[src/rtl/core/psql_pkg.sv]
// Shared constants, types and the command decode for the positional stack/queue list.
`timescale 1ns / 1ps
package psql_pkg;

    localparam int DEPTH         = 8;
    localparam int PAYLOAD_WIDTH = 32;

    localparam int CMD_W    = 3;
    localparam int POS_W    = 4;
    localparam int FPAY_W   = 32;
    localparam int SEX_W    = 2;
    localparam int STATUS_W = 3;
    localparam int COUNT_W  = 4;

    localparam int AW = (DEPTH > 1) ? $clog2(DEPTH) : 1;
    localparam int CW = $clog2(DEPTH + 1);
    localparam int XW = ((CW > POS_W) ? CW : POS_W) + 1;

    localparam logic [SEX_W-1:0] SEX_A = 2'd1;
    localparam logic [SEX_W-1:0] SEX_B = 2'd2;

    typedef logic [AW-1:0]            t_addr;
    typedef logic [CW-1:0]            t_fill;
    typedef logic [XW-1:0]            t_wide;
    typedef logic [PAYLOAD_WIDTH-1:0] t_pay;
    typedef logic [FPAY_W-1:0]        t_fpay;

    typedef enum logic [CMD_W-1:0] {
        CMD_PUSH  = 3'd0,
        CMD_POP   = 3'd1,
        CMD_DEQ   = 3'd2,
        CMD_SPUSH = 3'd3,
        CMD_SPOP  = 3'd4,
        CMD_SENQ  = 3'd5,
        CMD_SDEQ  = 3'd6,
        CMD_NOP   = 3'd7
    } t_cmd_code;

    typedef enum logic [STATUS_W-1:0] {
        ST_OK     = 3'd0,
        ST_FULL   = 3'd1,
        ST_EMPTY  = 3'd2,
        ST_BADPOS = 3'd3,
        ST_BADSEX = 3'd4
    } t_status;

    typedef enum logic [1:0] {
        OP_NONE   = 2'd0,
        OP_INSERT = 2'd1,
        OP_REMOVE = 2'd2
    } t_op;

    typedef enum logic [2:0] {
        S_IDLE,
        S_INS_MV,
        S_PUT,
        S_TAKE,
        S_REM_MV,
        S_DRAIN,
        S_DONE
    } t_state;

    typedef struct packed {
        logic [SEX_W-1:0] sex;
        t_pay             payload;
    } t_entry;

    localparam int EW = $bits(t_entry);

    typedef struct packed {
        logic [CMD_W-1:0] command;
        logic [POS_W-1:0] position;
        t_fpay            payload;
        logic [SEX_W-1:0] sex;
    } t_cmd;

    typedef struct packed {
        t_status            status;
        t_fpay              payload;
        logic [SEX_W-1:0]   sex;
        logic [COUNT_W-1:0] count;
    } t_result;

    typedef struct packed {
        logic   wr_en;
        t_addr  wr_addr;
        t_entry wr_data;
        logic   rd_en;
        t_addr  rd_addr;
    } t_mem_req;

    typedef struct packed {
        t_status status;
        t_op     op;
        t_addr   at;
        t_addr   first;
        t_addr   last;
        logic    moves;
        t_fill   fill_next;
    } t_plan;

    function automatic t_pay fit_pay(input t_fpay x);
        logic [PAYLOAD_WIDTH+FPAY_W-1:0] w;
        w = {{PAYLOAD_WIDTH{1'b0}}, x};
        return w[PAYLOAD_WIDTH-1:0];
    endfunction

    function automatic t_fpay unfit_pay(input t_pay x);
        logic [PAYLOAD_WIDTH+FPAY_W-1:0] w;
        w = {{FPAY_W{1'b0}}, x};
        return w[FPAY_W-1:0];
    endfunction

    function automatic logic [COUNT_W-1:0] count_out(input t_fill fill);
        t_wide w;
        w = XW'(fill);
        return w[COUNT_W-1:0];
    endfunction

    // Checks one command against the current fill and works out the shift plan.
    function automatic t_plan plan_step(input logic [CMD_W-1:0] cmd,
                                        input logic [POS_W-1:0] pos,
                                        input logic [SEX_W-1:0] sex,
                                        input t_fill            fill);
        t_plan     pl;
        t_cmd_code code;
        t_wide     f;
        t_wide     p;
        t_wide     hi;
        t_wide     idx;
        t_wide     fm1;
        t_wide     ip1;
        t_wide     nxt;
        logic      full;
        logic      empty;
        logic      sex_ok;
        logic      do_ins;
        logic      do_rem;
        code   = t_cmd_code'(cmd);
        f      = XW'(fill);
        p      = XW'(pos);
        fm1    = f - XW'(1);
        full   = (f >= XW'(DEPTH));
        empty  = (f == '0);
        sex_ok = (sex == SEX_A) || (sex == SEX_B);
        do_ins = 1'b0;
        do_rem = 1'b0;
        idx    = '0;
        hi     = '0;
        pl     = '0;
        pl.status = ST_OK;
        unique case (code) inside
            CMD_PUSH: begin
                if (full) pl.status = ST_FULL;
                else begin
                    do_ins = 1'b1;
                    idx    = f;
                end
            end
            CMD_POP: begin
                if (empty) pl.status = ST_EMPTY;
                else begin
                    do_rem = 1'b1;
                    idx    = fm1;
                end
            end
            CMD_DEQ: begin
                if (empty) pl.status = ST_EMPTY;
                else do_rem = 1'b1;
            end
            CMD_SPUSH, CMD_SENQ: begin
                hi = f + ((code == CMD_SENQ) ? XW'(1) : XW'(0));
                if (empty) do_ins = 1'b1;
                else if (full) pl.status = ST_FULL;
                else if (p < XW'(2) || p > hi) pl.status = ST_BADPOS;
                else begin
                    do_ins = 1'b1;
                    idx    = p - XW'(1);
                end
            end
            CMD_SPOP, CMD_SDEQ: begin
                hi = f - ((code == CMD_SPOP) ? XW'(1) : XW'(0));
                if (empty) pl.status = ST_EMPTY;
                else if (f == XW'(1)) do_rem = 1'b1;
                else if (p < XW'(2) || p > hi) pl.status = ST_BADPOS;
                else begin
                    do_rem = 1'b1;
                    idx    = p - XW'(1);
                end
            end
            default: ;
        endcase
        if (do_ins && !sex_ok) begin
            pl.status = ST_BADSEX;
            do_ins    = 1'b0;
        end
        ip1 = idx + XW'(1);
        if (do_ins) begin
            pl.op    = OP_INSERT;
            pl.first = fm1[AW-1:0];
            pl.last  = idx[AW-1:0];
            pl.moves = (idx != f);
            nxt      = f + XW'(1);
        end else if (do_rem) begin
            pl.op    = OP_REMOVE;
            pl.first = ip1[AW-1:0];
            pl.last  = fm1[AW-1:0];
            pl.moves = (idx != fm1);
            nxt      = fm1;
        end else begin
            pl.op    = OP_NONE;
            pl.first = '0;
            pl.last  = '0;
            pl.moves = 1'b0;
            nxt      = f;
        end
        pl.at        = idx[AW-1:0];
        pl.fill_next = nxt[CW-1:0];
        return pl;
    endfunction

endpackage

[src/rtl/core/psql_cmd_if.sv]
// Command channel interface: valid/ready plus the command fields.
`timescale 1ns / 1ps
interface psql_cmd_if import psql_pkg::*; ();
    logic                valid;
    logic                ready;
    logic [CMD_W-1:0]    command;
    logic [POS_W-1:0]    position;
    logic [FPAY_W-1:0]   entry_payload;
    logic [SEX_W-1:0]    entry_sex;

    modport source (output valid, command, position, entry_payload, entry_sex,
                    input ready);
    modport sink   (input valid, command, position, entry_payload, entry_sex,
                    output ready);
endinterface

[src/rtl/core/psql_res_if.sv]
// Result channel interface: valid/ready plus the result fields.
`timescale 1ns / 1ps
interface psql_res_if import psql_pkg::*; ();
    logic                valid;
    logic                ready;
    logic [STATUS_W-1:0] status;
    logic [FPAY_W-1:0]   removed_payload;
    logic [SEX_W-1:0]    removed_sex;
    logic [COUNT_W-1:0]  entry_count;

    modport source (output valid, status, removed_payload, removed_sex, entry_count,
                    input ready);
    modport sink   (input valid, status, removed_payload, removed_sex, entry_count,
                    output ready);
endinterface

[src/rtl/core/psql_ram.sv]
// Generic simple dual-port RAM with registered read.
`timescale 1ns / 1ps
module psql_ram #(
    parameter int WIDTH = 8,
    parameter int DEPTH = 8
) (
    input  logic                                     i_clk,
    input  logic                                     i_wr_en,
    input  logic [((DEPTH > 1) ? $clog2(DEPTH) : 1)-1:0] i_wr_addr,
    input  logic [WIDTH-1:0]                         i_wr_data,
    input  logic                                     i_rd_en,
    input  logic [((DEPTH > 1) ? $clog2(DEPTH) : 1)-1:0] i_rd_addr,
    output logic [WIDTH-1:0]                         o_rd_data
);
    logic [WIDTH-1:0] r_mem [DEPTH];
    logic [WIDTH-1:0] r_rd_data;

    always_ff @(posedge i_clk) begin
        if (i_wr_en) r_mem[i_wr_addr] <= i_wr_data;
        if (i_rd_en) r_rd_data <= r_mem[i_rd_addr];
    end

    assign o_rd_data = r_rd_data;
endmodule

[src/rtl/core/psql_ctrl.sv]
// Sequencer: decodes a command and walks the entry RAM to shift, insert or remove.
`timescale 1ns / 1ps
module psql_ctrl import psql_pkg::*; (
    input  logic     i_clk,
    input  logic     i_rst_n,
    input  logic     i_cmd_valid,
    output logic     o_cmd_ready,
    input  t_cmd     i_cmd,
    input  logic     i_out_free,
    output logic     o_done,
    output t_result  o_result,
    output t_mem_req o_mem,
    input  t_entry   i_rd_data
);
    t_state  r_state, n_state;
    t_fill   r_fill;
    t_status r_status;
    t_addr   r_at;
    t_addr   r_rd;
    t_addr   r_last;
    logic    r_moves;
    t_entry  r_new;
    t_entry  r_rem;
    logic    r_pend;
    t_addr   r_wr_addr;
    logic    r_cap;
    t_plan   w_plan;
    logic    w_accept;

    assign w_plan   = plan_step(i_cmd.command, i_cmd.position, i_cmd.sex, r_fill);
    assign w_accept = (r_state == S_IDLE) && i_cmd_valid;

    // next state
    always_comb begin
        n_state = r_state;
        unique case (r_state)
            S_IDLE: begin
                if (i_cmd_valid) begin
                    unique case (w_plan.op)
                        OP_INSERT: n_state = w_plan.moves ? S_INS_MV : S_PUT;
                        OP_REMOVE: n_state = S_TAKE;
                        default:   n_state = S_DONE;
                    endcase
                end
            end
            S_INS_MV: if (r_rd == r_last) n_state = S_PUT;
            S_PUT:    if (!r_pend) n_state = S_DONE;
            S_TAKE:   n_state = r_moves ? S_REM_MV : S_DRAIN;
            S_REM_MV: if (r_rd == r_last) n_state = S_DRAIN;
            S_DRAIN:  n_state = S_DONE;
            S_DONE:   if (i_out_free) n_state = S_IDLE;
            default:  n_state = S_IDLE;
        endcase
    end

    // outputs and RAM port
    always_comb begin
        o_cmd_ready   = (r_state == S_IDLE);
        o_done        = (r_state == S_DONE) && i_out_free;
        o_mem.wr_en   = r_pend;
        o_mem.wr_addr = r_wr_addr;
        o_mem.wr_data = i_rd_data;
        o_mem.rd_en   = 1'b0;
        o_mem.rd_addr = r_rd;
        unique case (r_state)
            S_INS_MV, S_REM_MV: o_mem.rd_en = 1'b1;
            S_TAKE: begin
                o_mem.rd_en   = 1'b1;
                o_mem.rd_addr = r_at;
            end
            S_PUT: begin
                if (!r_pend) begin
                    o_mem.wr_en   = 1'b1;
                    o_mem.wr_addr = r_at;
                    o_mem.wr_data = r_new;
                end
            end
            default: ;
        endcase
    end

    assign o_result.status  = r_status;
    assign o_result.payload = unfit_pay(r_rem.payload);
    assign o_result.sex     = r_rem.sex;
    assign o_result.count   = count_out(r_fill);

    always_ff @(posedge i_clk) begin
        if (!i_rst_n) begin
            r_state <= S_IDLE;
            r_fill  <= '0;
            r_pend  <= 1'b0;
            r_cap   <= 1'b0;
        end else begin
            r_state <= n_state;
            r_pend  <= (r_state == S_INS_MV) || (r_state == S_REM_MV);
            r_cap   <= (r_state == S_TAKE);
            if (w_accept) r_fill <= w_plan.fill_next;
        end
    end

    always_ff @(posedge i_clk) begin
        r_wr_addr <= (r_state == S_INS_MV) ? r_rd + t_addr'(1) : r_rd - t_addr'(1);
        if (w_accept) begin
            r_status      <= w_plan.status;
            r_at          <= w_plan.at;
            r_rd          <= w_plan.first;
            r_last        <= w_plan.last;
            r_moves       <= w_plan.moves;
            r_new.sex     <= i_cmd.sex;
            r_new.payload <= fit_pay(i_cmd.payload);
            r_rem         <= '0;
        end else begin
            if (r_cap) r_rem <= i_rd_data;
            if (r_state == S_INS_MV && r_rd != r_last) r_rd <= r_rd - t_addr'(1);
            if (r_state == S_REM_MV && r_rd != r_last) r_rd <= r_rd + t_addr'(1);
        end
    end
endmodule

[src/rtl/core/positional_stack_queue_list_top.sv]
// Top level of the positional stack/queue list: sequencer, entry RAM, result register.
`timescale 1ns / 1ps
// A bounded ordered list of up to DEPTH entries (payload word plus a sex code
// of 1 or 2), usable as a stack or a queue, with insert and remove at a chosen
// 1-based position. Every command transaction gives exactly one result
// transaction carrying status, the removed entry (zero when nothing was
// removed) and the entry count afterwards. Entries live in a single RAM with
// one write and one registered read port; shifting the list is done one entry
// per cycle by a read-then-write pipeline, and a command moves at most DEPTH-2
// entries for an insert and DEPTH-1 for a removal. A rejected or spare
// command goes straight to its result, an append writes its entry first, and
// a removal at the end reads the entry and then drains. The sequencer returns
// to idle before it accepts the next command. One command is worked on at a
// time; the result sits in an output register so the next command is accepted
// while the previous result still waits to be taken. No clearing pass is
// needed after reset: only entries below the fill count are ever read.
module positional_stack_queue_list_top import psql_pkg::*; (
    input  logic          i_clk,
    input  logic          i_rst_n,
    psql_cmd_if.sink      i_cmd,
    psql_res_if.source    o_res
);
    t_cmd     w_cmd;
    t_result  w_result;
    t_mem_req w_mem;
    t_entry   w_rd_data;
    logic     w_done;
    logic     w_out_free;
    logic     w_cmd_ready;

    logic     r_out_valid;
    t_result  r_out;

    // command fields into one bundle for the sequencer
    assign w_cmd.command  = i_cmd.command;
    assign w_cmd.position = i_cmd.position;
    assign w_cmd.payload  = i_cmd.entry_payload;
    assign w_cmd.sex      = i_cmd.entry_sex;
    assign i_cmd.ready    = w_cmd_ready;

    // result register frees up in the same cycle its transaction completes
    assign w_out_free = !r_out_valid || o_res.ready;

    psql_ctrl u_ctrl (
        .i_clk       (i_clk),
        .i_rst_n     (i_rst_n),
        .i_cmd_valid (i_cmd.valid),
        .o_cmd_ready (w_cmd_ready),
        .i_cmd       (w_cmd),
        .i_out_free  (w_out_free),
        .o_done      (w_done),
        .o_result    (w_result),
        .o_mem       (w_mem),
        .i_rd_data   (w_rd_data)
    );

    psql_ram #(
        .WIDTH (EW),
        .DEPTH (DEPTH)
    ) u_ram (
        .i_clk     (i_clk),
        .i_wr_en   (w_mem.wr_en),
        .i_wr_addr (w_mem.wr_addr),
        .i_wr_data (w_mem.wr_data),
        .i_rd_en   (w_mem.rd_en),
        .i_rd_addr (w_mem.rd_addr),
        .o_rd_data (w_rd_data)
    );

    always_ff @(posedge i_clk) begin
        if (!i_rst_n) begin
            r_out_valid <= 1'b0;
        end else if (w_done) begin
            r_out_valid <= 1'b1;
        end else if (o_res.ready) begin
            r_out_valid <= 1'b0;
        end
    end

    always_ff @(posedge i_clk) begin
        if (w_done) r_out <= w_result;
    end

    assign o_res.valid           = r_out_valid;
    assign o_res.status          = r_out.status;
    assign o_res.removed_payload = r_out.payload;
    assign o_res.removed_sex     = r_out.sex;
    assign o_res.entry_count     = r_out.count;

    // sequencer leaves idle on every accepted command
    a_busy_after_accept: assert property (@(posedge i_clk) disable iff (!i_rst_n)
        (i_cmd.valid && i_cmd.ready) |=> !i_cmd.ready)
        else $error("command accepted twice in a row");

    // failed commands never report a removed entry
    a_fail_no_removal: assert property (@(posedge i_clk) disable iff (!i_rst_n)
        (w_done && w_result.status != ST_OK) |->
            (w_result.payload == '0 && w_result.sex == '0))
        else $error("removed entry reported on failed command");

    // a removed entry always carries a legal sex code
    a_removed_sex: assert property (@(posedge i_clk) disable iff (!i_rst_n)
        w_done |-> (w_result.sex == '0 || w_result.sex == SEX_A ||
                    w_result.sex == SEX_B))
        else $error("illegal sex code read from entry RAM");

    // result is only loaded when the output register can take it
    a_no_overwrite: assert property (@(posedge i_clk) disable iff (!i_rst_n)
        w_done |-> (!r_out_valid || o_res.ready))
        else $error("pending result overwritten");
endmodule
[src/flat_wrapper.sv]
// flat-port wrapper written by rule: the top's interface ports become plain ports
module positional_stack_queue_list_top_flat import psql_pkg::*;
  (i_clk, i_rst_n, i_cmd_valid, i_cmd_command, i_cmd_position, i_cmd_entry_payload, i_cmd_entry_sex, i_cmd_ready, o_res_valid, o_res_status, o_res_removed_payload, o_res_removed_sex, o_res_entry_count, o_res_ready);
  psql_cmd_if i_cmd_i ();
  psql_res_if o_res_i ();
  input  logic i_clk;
  input  logic i_rst_n;
  input wire logic [$bits(i_cmd_i.valid)-1:0] i_cmd_valid;
  input wire logic [$bits(i_cmd_i.command)-1:0] i_cmd_command;
  input wire logic [$bits(i_cmd_i.position)-1:0] i_cmd_position;
  input wire logic [$bits(i_cmd_i.entry_payload)-1:0] i_cmd_entry_payload;
  input wire logic [$bits(i_cmd_i.entry_sex)-1:0] i_cmd_entry_sex;
  output wire logic [$bits(i_cmd_i.ready)-1:0] i_cmd_ready;
  output wire logic [$bits(o_res_i.valid)-1:0] o_res_valid;
  output wire logic [$bits(o_res_i.status)-1:0] o_res_status;
  output wire logic [$bits(o_res_i.removed_payload)-1:0] o_res_removed_payload;
  output wire logic [$bits(o_res_i.removed_sex)-1:0] o_res_removed_sex;
  output wire logic [$bits(o_res_i.entry_count)-1:0] o_res_entry_count;
  input wire logic [$bits(o_res_i.ready)-1:0] o_res_ready;
  assign i_cmd_i.valid = i_cmd_valid;
  assign i_cmd_i.command = i_cmd_command;
  assign i_cmd_i.position = i_cmd_position;
  assign i_cmd_i.entry_payload = i_cmd_entry_payload;
  assign i_cmd_i.entry_sex = i_cmd_entry_sex;
  assign i_cmd_ready = i_cmd_i.ready;
  assign o_res_valid = o_res_i.valid;
  assign o_res_status = o_res_i.status;
  assign o_res_removed_payload = o_res_i.removed_payload;
  assign o_res_removed_sex = o_res_i.removed_sex;
  assign o_res_entry_count = o_res_i.entry_count;
  assign o_res_i.ready = o_res_ready;
  positional_stack_queue_list_top u_core (.i_clk(i_clk), .i_rst_n(i_rst_n), .i_cmd(i_cmd_i), .o_res(o_res_i));
endmodule
[config.mk]
export PLATFORM = sky130hd
export DESIGN_NAME = positional_stack_queue_list_top_flat
export DESIGN_NICKNAME = d
export VERILOG_FILES = /design/src/rtl/core/psql_pkg.sv /design/src/rtl/core/psql_cmd_if.sv /design/src/rtl/core/psql_res_if.sv /design/src/rtl/core/psql_ram.sv /design/src/rtl/core/psql_ctrl.sv /design/src/rtl/core/positional_stack_queue_list_top.sv /design/src/flat_wrapper.sv
export SDC_FILE = /design/constraint.sdc
export NUM_CORES = 1
export LEC_CHECK = 0
export BUFFER_PORTS_ARGS = -buffer_cell sky130_fd_sc_hd__buf_2
export CORE_AREA = 4 4 227 185
export DETAILED_ROUTE_END_ITERATION = 10
export DIE_AREA = 0 0 231 189
export GPL_ROUTABILITY_DRIVEN = 0
export PLACE_DENSITY_LB_ADDON = 0.2
export SLEW_MARGIN = 20
export SYNTH_ARGS = -nofsm -noshare
export SYNTH_HDL_FRONTEND = slang
export SYNTH_HIERARCHICAL = 1
export SYNTH_SLANG_ARGS = --single-unit
[constraint.sdc]
create_clock -name i_clk -period 10.8 [get_ports i_clk]
set_clock_uncertainty 0.05 [all_clocks]
set_input_delay 0 -clock i_clk [delete_from_list [all_inputs] [get_ports i_clk]]
set_output_delay 0 -clock i_clk [all_outputs]
set_load 0.02 [all_outputs]
==> results of run 1 <==
[cells by family (layout without fill, tap and decap cells)]
group                      Yosys count  in the layout  share of synthesized area, %
xor gates and xnor gates            28             28                          1.39
AOI/OAI and AO/OA                   70             70                          2.94
and+or+nand+nor                    146            146                          4.04
DFF                                441            441                          72.2
buffers and inverters               65            241                          1.89
adders and majority gates           19             19                          1.34
muxes                              180            180                          16.2
[sequential cells by signal, summed over array words and instances, names as in the netlist, 4 cells and up]
register and cells:
u_core/o_res.removed_payload 32, u_core/u_ctrl/o_result 34, u_core/u_ram/o_rd_data 34, u_core/u_ram/r_mem 272, u_core/u_ctrl/r_fill 4, u_core/o_res.entry_count 4
u_core/u_ctrl/r_new 34
[through the flow]
stage | hold slack, ns | cell area [um^2] | instances | util (%)
after floorplan | 0.0489 | 17700 | 949 | -
after global placement | 0.127 | 18700 | 1550 | 46.9
after detailed placement | 0.128 | 18700 | 1550 | 46.9
after CTS | 0.0407 | 20500 | 1669 | 51.4
after global routing | 0.0910 | 20500 | 1669 | 51.4
final | 0.0676 | 20500 | 1669 | 51.4
[final cells by class]
class                           instances  area [um^2]  area share, %
Multi-Input combinational cell        443         4660           22.7
Inverter                               19         72.6          0.353
Clock buffer                           68         1270           6.20
Sequential cell                       441        12800           62.2
Clock inverter                         14          164          0.798
Tap cell                              544          681           3.31
Timing Repair Buffer                  140          926           4.51
[repair_timing]
item                      CTS  global route
hold buffers               37             0
hold endpoints to repair   46             0
buffers inserted            0             0
[path summary, 6_finish.rpt]
kind | end | cells past startpoint
worst max-delay path | u_core/u_ctrl/r_fill[2] | 12
worst min-delay path | u_core/u_ctrl/r_rd[2] | 5
worst max register to register | u_core/u_ctrl/r_fill[2] | 12
worst min register to register | u_core/o_res.status[0] | 0
[layout by cell type, fill, tap and decap left out, types with 5 or more instances in the layout]
master         instances
mux4_1                12
nor2_4                 7
inv_1                 16
a31oi_1                5
buf_4                 16
or3_1                  6
mux2i_1               38
nand2b_1              10
dfxtp_1               46
xor2_1                 7
mux2_4                22
a21oi_1               14
xnor2_1               21
ha_1                  19
clkinv_2               7
mux2_2                52
o21ai_0               13
mux4_2                56
dlygate4sd3_1         37
nor3_1                14
edfxtp_1             394
nand3_1                7
nand2_1               20
clkbuf_16             46
clkbuf_1              18
buf_2                 87
nor2_1                53
[where the power goes]
group	internal [mW]	switching, mW	leakage (nW)	total, mW
Combinational	0.685	0.913	2.24	1.60
Sequential	2.50	0.135	3.99	2.64
Clock	0.888	0.622	0.696	1.51
[layer usage]
metal  wire [um]  vias to the layer above  share of wire, %
met3        1570                       49               4.5
met4         571                        0               1.6
met5           0                        -                 0
li1            -                     4049                 -
met1       16800                     4490                48
met2       16000                      178                46
[worst max-delay path, stage by stage (launching register included)]
cell and delay, ns:
dfxtp_1 0.69, clkinv_1 0.42, xnor2_1 0.23, ha_1 0.29, nand4_1 0.09, nor2_1 0.14
a21o_1 0.21, a21oi_1 0.13, o21bai_1 0.23, a21oi_1 0.73, o21ai_0 0.28, or3_1 0.40
a21oi_1 0.14
==> metrics.yaml, run 1 <==
run_status:
  status: "completed"
global_route:
  top_usage_layer: "met2"
  grt_pass1_wl_um: 54400
  use_met1_pct: 23.9
  grt_pass1_vias: 9074
  grt_max_degree: 69
  antenna_found_initial: 0
  gr-usage-all-layers_pct: 16.1
  grtUsageMet3_pct: 2.92
  overflow: 0
  met2_usage_pct: 25.3
yosys:
  ys_ff_latch: 441
  synthFlopType: "edfxtp_1"
  synthTopCellsByArea: "edfxtp_1 (67%), mux4_2 (7.1%), dfxtp_1 (5.3%)"
  ys_top_cells_by_count: "edfxtp_1 (394), nor2_1 (60), mux4_2 (56)"
  synth.distinct_cells: 65
  yosysSeqAreaShare_pct: 72.2
  syn_nets: 1013
  post-synth-top-area-cell: "edfxtp_1"
  syn_area_per_cell_um2: 18.6
  netlist_area_mm2: 0.0177
  yosys_warnings: 6
  synth-edff-count: 394
  synth_top_area_share_pct: 66.9
  syn-instance-count: 949
  yosysMostFrequentCell: "edfxtp_1"
  synthArstFlopShare_pct: 0
drt:
  drt_first_pass_iters: 5
  drc: 0
  drt_iter0_drc: 557
  routed_via_density: 5.25
  antenna_left: 0
  wl_per_cell_um: 20.9
  vias: 8766
  wirelength_um: 35000
timing:
  drv_slew: 0
  finalSetupViolCount: 0
  max_freq_mhz: 243
  relSlewSlack_pct: 27.9
  finalCritPeriodShare_pct: 38.1
  worst_pin_slew_ns: 1.08
  hold_viol_final: 0
  setup_tns_ns: 0
  fin_crit_ns: 4.12
  worst_slack_ns: 6.68
  rsz0062_at_grt: "no"
critical_path:
  worstPathMaxFanout: 16
  setup.worst_path.end_class: "register"
  crit_arrival_ns: 4.54
  startpoint_type: "register"
  crit_type: "reg -> reg"
  required_ns: 11.22
  r2r-start: "u_core/u_ctrl/r_fill[3]"
  r2r_setup_slack_ns: 6.68
  crit_start: "u_core/u_ctrl/r_fill[3]"
floorplan:
  start_util_pct: 44.3
  chipHeight_um: 189
  core-area_mm2: 0.0400
  rows: 66
  num_io_pins: 88
  die-area_mm2: 0.0437
  fp.dieW_um: 231
layout:
  nFillCells: 3292
  area.growth.synth_to_final_pct: 16.2
  diodes: 0
  fin_nets: 1153
  drive_gt1_share_pct: 28.7
clock_tree:
  clock_latency_ns: 0.55
  h-tree-depth: 2
  clk_pin_slew_ns: 0.06
  cts_tree: "built"
  cts_buffers: 44
  cts_root_buf: "clkbuf_16"
  clockBufferDepth: 3
  cts_sinks: 441
  cts_resized: 0
run:
  maxCapViolCount: 0
placed_design:
  dp_slack_ns: 6.66
  place.port_buffers: 87
  place_hpwl_um: 19500
hold_path:
  hold_path.class: "in -> reg"
  hold_start: "i_cmd_valid"
power:
  ir_worst_vdd_v: 0.000126
  p_leak_nw: 6.93
  power.total_mw: 5.74
  power.density_mw_per_mm2: 280
Power figures use the tool's default switching activity.
==> inputs of run 2 (changes only) <==
Clock period 10.8 ns to 4.2 ns, I/O delays scaled along.
==> metrics.yaml, run 2 (synthesis gave the netlist of run 1 again) <==
run_status:
  status: "completed"  # unchanged
global_route:
  grt_max_degree: 65  # was 69
  overflow: 0  # unchanged
  grt_pass1_wl_um: 54900  # was 54400 um
  gr-usage-all-layers_pct: 16.3  # was 16.1%
  antenna_found_initial: 1  # was 0
  grt_pass1_vias: 9119  # was 9074
drt:
  drt_first_pass_iters: 5  # unchanged
  wl_per_cell_um: 21.1  # was 20.9 um
  wirelength_um: 35600  # was 35000 um
  routed_via_density: 5.26  # was 5.25
  drc: 0  # unchanged
  vias: 8878  # was 8766
  drt_iter0_drc: 739  # was 557
  antenna_left: 0  # unchanged
hold_path:
  hold_path.class: "in -> reg"  # unchanged
  hold_path_depth: 2  # was 5
critical_path:
  startpoint_type: "primary input"  # was register
  worst_r2r_path_depth: 14  # was 12
  worstPathMaxFanout: 11  # was 16
  cp_slowest_cell: "dlygate4sd3_1"  # was a21oi_1
  r2r_setup_slack_ns: 0.59  # was 6.68 ns
  crit_arrival_ns: 4.12  # was 4.54 ns
  crit_type: "in -> reg"  # was reg -> reg
  setup.worst_path.end_class: "register"  # unchanged
  required_ns: 4.62  # was 11.22 ns
  cp_cell_sequence: "dlygate4sd3_1, buf_2, inv_1, nor3b_1, ha_1, ha_1, inv_1, ha_1, nor2b_1, o31ai_1, a21o_1, a21oi_1, o21bai_1, a21oi_1, buf_4, o21ai_0, or3_1, a21oi_1"  # was clkinv_1, xnor2_1, ha_1, nand4_1, nor2_1, a21o_1, a21oi_1, o21bai_1, a21oi_1, o21ai_0, or3_1, a21oi_1
  max_stage_delay_ns: 0.52  # was 0.73 ns
timing:
  worst_pin_slew_ns: 0.908  # was 1.08 ns
  hold_viol_final: 0  # unchanged
  finalSetupViolCount: 0  # unchanged
  finalCritPeriodShare_pct: 88.3
  relSlewSlack_pct: 38.7  # was 27.9%
  worst_slack_ns: 0.493  # was 6.68 ns
  rsz0062_at_grt: "no"  # unchanged
  max_freq_mhz: 270
  fin_crit_ns: 3.71
  drv_slew: 0  # unchanged
clock_tree:
  h-tree-depth: 2  # unchanged
  clock_latency_ns: 0.56  # was 0.55 ns
  cts_root_buf: "clkbuf_16"  # unchanged
  cts_resized: 0  # unchanged
  cts_sinks: 441  # unchanged
  cts_tree: "built"  # unchanged
  postCtsHoldBufs: 38  # was 37
  clk_pin_slew_ns: 0.06  # about the same
  cts_setup_buffers: 0  # unchanged
  clockBufferDepth: 3  # unchanged
  cts_buffers: 45  # was 44
power:
  p_leak_nw: 7.07  # was 6.93 nW
  power.density_mw_per_mm2: 719  # was 280 mW/mm^2
  ir_worst_vdd_v: 0.000344  # was 0.000126 V
layout:
  layout_commonest_cell: "edfxtp_1"  # unchanged
  fin_nets: 1171  # was 1153
  register_area_mm2: 0.0128  # unchanged
  largest_reg_flops: 272  # unchanged
  instances_no_fill: 1687  # was 1669
  multiInputGateArea_mm2: 0.00467  # was 0.00466 mm^2
  largest_register: "u_core/u_ram/r_mem"  # unchanged
  layout_common_cells: "edfxtp_1 (394), buf_2 (87), mux4_2 (56)"  # unchanged
  area.growth.synth_to_final_pct: 17.7  # was 16.2%
  nFillCells: 3247  # was 3292
  drive_gt1_share_pct: 30.0  # was 28.7%
  diodes: 0  # unchanged
  finish.instance_area_mm2: 0.0208  # was 0.0205 mm^2
placed_design:
  place.port_buffers: 87  # unchanged
  place_hpwl_um: 20300  # was 19500 um
  dp_cells: 1566  # was 1550
  dpl_cell_area_mm2: 0.0190  # was 0.0187 mm^2
  dp_slack_ns: 0.527  # was 6.66 ns
floorplan:
  fp.dieW_um: 231  # unchanged
  rows: 66  # unchanged
  start_util_pct: 44.3  # unchanged
  core-area_mm2: 0.0400  # unchanged
  die-area_mm2: 0.0437  # unchanged
  chipHeight_um: 189  # unchanged
  num_io_pins: 88  # unchanged
run:
  maxCapViolCount: 0  # unchanged
## run 2: changes by cell type in the layout (fill, tap and decap cells not counted), sizes merged
cell         previous run  this run
buf                   103       119
clkinv                 11        15
clkbuf                 68        65
dlygate4sd3            37        38
## run 2: final cells by class
cell class | count | share of cell area [%]
Multi-Input combinational cell | 443 | 22.4
Clock buffer | 65 | 6.26
Tap cell | 544 | 3.27
Sequential cell | 441 | 61.3
Inverter | 19 | 0.355
Timing Repair Buffer | 157 | 5.49
Clock inverter | 18 | 0.841
## run 2: power by group
group	switching (mW)	total (mW)	internal, mW
sequential	0.334	6.76	6.42
clock	1.59	3.93	2.34
combinational	2.43	4.28	1.85
total	4.36	15.0	10.6
## run 2: per-stage QoR
step           util [%]  power (mW)  hold WS (ns)  setup TNS, ns
5_1_grt            52.1        15.7        0.0871              0
4_1_cts            52.1        15.2        0.0726              0
3_3_place_gp       47.4        11.1         0.129              0
2_1_floorplan         -        9.87        0.0489         -12.93
6_report           52.1        15.0         0.102              0
3_5_place_dp       47.4        11.1         0.128              0
## run 2: critical path, delay by kind of cell
kind	cells	cell delay, ns
AOI/OAI and AO/OA	7	1.40
and+or+nand+nor	3	0.91
buffers and inverters	5	1.09
adders and majority gates	3	0.71
## run 2: path summary, 6_finish.rpt
kind	start	to
hold / removal	i_cmd_entry_payload[21]	u_core/u_ctrl/r_new[21]
hold reg to reg	u_core/u_ctrl/r_status[0]	u_core/o_res.status[0]
setup reg to reg	u_core/u_ctrl/r_fill[0]	u_core/u_ctrl/r_state[0]
setup / recovery	i_cmd_command[2]	u_core/u_ctrl/r_fill[2]
## run 2: metal layers
metal / vias to the layer above / GRT usage, % / part of all wire (%) / wire [um]
li1: 4078 / - / - / -
met1: 4535 / 25.2 / 49 / 17300
met2: 230 / 24.1 / 45 / 15900
met3: 35 / 3.19 / 5.2 / 1850
met4: 0 / 3.98 / 1.5 / 532
met5: - / 0 / 0 / 0
==> inputs of run 3 (changes only) <==
Settings changed: REMOVE_ABC_BUFFERS from default to 1, SLEW_MARGIN 20 to 10.
==> metrics.yaml, run 3 (synthesis gave the netlist of run 1 again) <==
run_status:
  status: "completed"  # unchanged
placed_design:
  dp_slack_ns: 0.514  # was 0.527 ns
  place_hpwl_um: 20300  # about the same
  place.port_buffers: 87  # unchanged
floorplan:
  chipHeight_um: 189  # unchanged
  num_io_pins: 88  # unchanged
  start_util_pct: 44.3  # unchanged
  die-area_mm2: 0.0437  # unchanged
  fp.dieW_um: 231  # unchanged
  core-area_mm2: 0.0400  # unchanged
  rows: 66  # unchanged
layout:
  largest_reg_flops: 272  # unchanged
  drive_gt1_share_pct: 29.2  # was 30.0%
  multiInputGateArea_mm2: 0.00466  # was 0.00467 mm^2
  nFillCells: 3269  # was 3247
  register_area_mm2: 0.0128  # unchanged
  fin_nets: 1164  # was 1171
  diodes: 0  # unchanged
  layout_commonest_cell: "edfxtp_1"  # unchanged
  layout_common_cells: "edfxtp_1 (394), buf_2 (87), mux4_2 (56)"  # unchanged
  area.growth.synth_to_final_pct: 16.8  # was 17.7%
  post-route-util_pct: 51.7  # was 52.1%
  largest_register: "u_core/u_ram/r_mem"  # unchanged
drt:
  wirelength_um: 35500  # was 35600 um
  drc: 0  # unchanged
  drt_iter0_drc: 575  # was 739
  vias: 8904  # was 8878
  antenna_left: 0  # unchanged
  routed_via_density: 5.31  # was 5.26
  drt_first_pass_iters: 5  # unchanged
  wl_per_cell_um: 21.1  # about the same
critical_path:
  startpoint_type: "primary input"  # unchanged
  setup.worst_path.end_class: "register"  # unchanged
  cp_cell_sequence: "dlygate4sd3_1, buf_2, inv_1, nor3b_1, ha_1, ha_1, inv_1, ha_1, nor2b_1, o31ai_1, a21o_1, a21oi_1, o21bai_1, a21oi_1, buf_4, o21ai_0, or3_1, a21oi_1"  # unchanged
  critPathTopFamily: "compound AO/OA/AOI/OAI gates"  # unchanged
  crit_type: "in -> reg"  # unchanged
  required_ns: 4.61  # was 4.62 ns
  cp_slowest_cell: "dlygate4sd3_1"  # unchanged
  crit_buf_inv: 5  # unchanged
  max_stage_delay_ns: 0.52  # about the same
  crit_arrival_ns: 4.09  # was 4.12 ns
  worstPathMaxFanout: 11  # unchanged
timing:
  finalCritPeriodShare_pct: 87.7  # was 88.3%
  hold_viol_final: 0  # unchanged
  worst_slack_ns: 0.518  # was 0.493 ns
  drv_slew: 0  # unchanged
  worst_pin_slew_ns: 0.830  # was 0.908 ns
  timing.hold.ws_ns: 0.0932  # was 0.102 ns
  finalSetupViolCount: 0  # unchanged
  fin_crit_ns: 3.68  # was 3.71 ns
  max_freq_mhz: 272  # was 270 MHz
  rsz0062_at_grt: "no"  # unchanged
  relSlewSlack_pct: 44.7  # was 38.7%
clock_tree:
  clk_pin_slew_ns: 0.06  # about the same
  clock_latency_ns: 0.54  # was 0.56 ns
  cts_root_buf: "clkbuf_16"  # unchanged
  cts_tree: "built"  # unchanged
  cts_sinks: 441  # unchanged
  h-tree-depth: 2  # unchanged
  clockBufferDepth: 3  # unchanged
  cts_buffers: 43  # was 45
global_route:
  overflow: 0  # unchanged
  antenna_found_initial: 0  # was 1
  grt_pass1_wl_um: 55200  # was 54900 um
  gr-usage-all-layers_pct: 16.4  # was 16.3%
  grt_pass1_vias: 9217  # was 9119
  grt_max_degree: 45  # was 65
hold_path:
  hold_path.class: "in -> reg"  # unchanged
run:
  maxCapViolCount: 0  # unchanged
power:
  power.density_mw_per_mm2: 714  # was 719 mW/mm^2
  p_leak_nw: 6.99  # was 7.07 nW
  ir_worst_vdd_v: 0.000391  # was 0.000344 V
## run 3: cell types whose count changed in the layout (fill, tap and decap cells not counted), sizes merged
cell / delta
buf: -6
bufinv: -1
clkbuf: -4
clkinv: +3
clkinvlp: -2
dlygate4sd3: +1
## run 3: final cells by class
class	count	share of cell area (%)
Tap cell	544	3.29
Timing Repair Buffer	152	5.42
Clock inverter	18	0.660
Clock buffer	61	5.93
Sequential cell	441	61.8
Inverter	19	0.351
Multi-Input combinational cell	443	22.5
## run 3: final timing paths
path	cells past startpoint	slack (ns)	from	end
setup / recovery	18	0.52	i_cmd_command[2]	u_core/u_ctrl/r_fill[2]
hold / removal	3	0.09	i_cmd_command[0]	u_core/u_ctrl/r_status[1]
setup reg to reg	14	0.56	u_core/u_ctrl/r_fill[0]	u_core/u_ctrl/r_state[2]
hold reg to reg	0	0.37	u_core/u_ctrl/r_status[2]	u_core/o_res.status[2]
## run 3: power breakdown
group          internal [mW]  total [mW]  switching, mW
Clock                   2.16        3.71           1.55
Combinational           1.86        4.30           2.43
Sequential              6.43        6.75          0.319
## run 3: what timing repair did
item                                   CTS  global route
gates resized for setup                  0             0
buffers inserted                         0             0
hold buffers                            39             0
endpoints found under the hold margin   49             0
## run 3: worst register-to-register path, stage by stage, from the launching register on
cell	delay (ns)
dfxtp_1	0.32
inv_1	0.13
ha_1	0.26
ha_1	0.21
xnor2_1	0.13
ha_1	0.30
o21a_1	0.12
o31ai_1	0.08
a21oi_1	0.35
a21oi_1	0.13
o21ai_1	0.48
inv_1	0.25
or3_1	0.40
a21oi_1	0.17
o221a_2	0.20
## run 3: through the flow
stage	TNS (ns)	std cells	instance area [um^2]	power, mW
floorplan	-496.38	903	17400	9.72
global placement	0	1560	18900	11.1
detailed placement	0	1560	18900	11.2
CTS	0	1678	20700	15.0
global route	0	1678	20700	15.5
finish	0	1678	20700	14.8
## run 3: routing by layer
layer  part of all wire [%]  track usage (%)  vias up
met5                      0                0        -
met4                    1.7             3.77        0
met3                    4.3             3.13       53
met2                     45             24.7      176
met1                     49             25.0     4605
li1                       -                -     4070
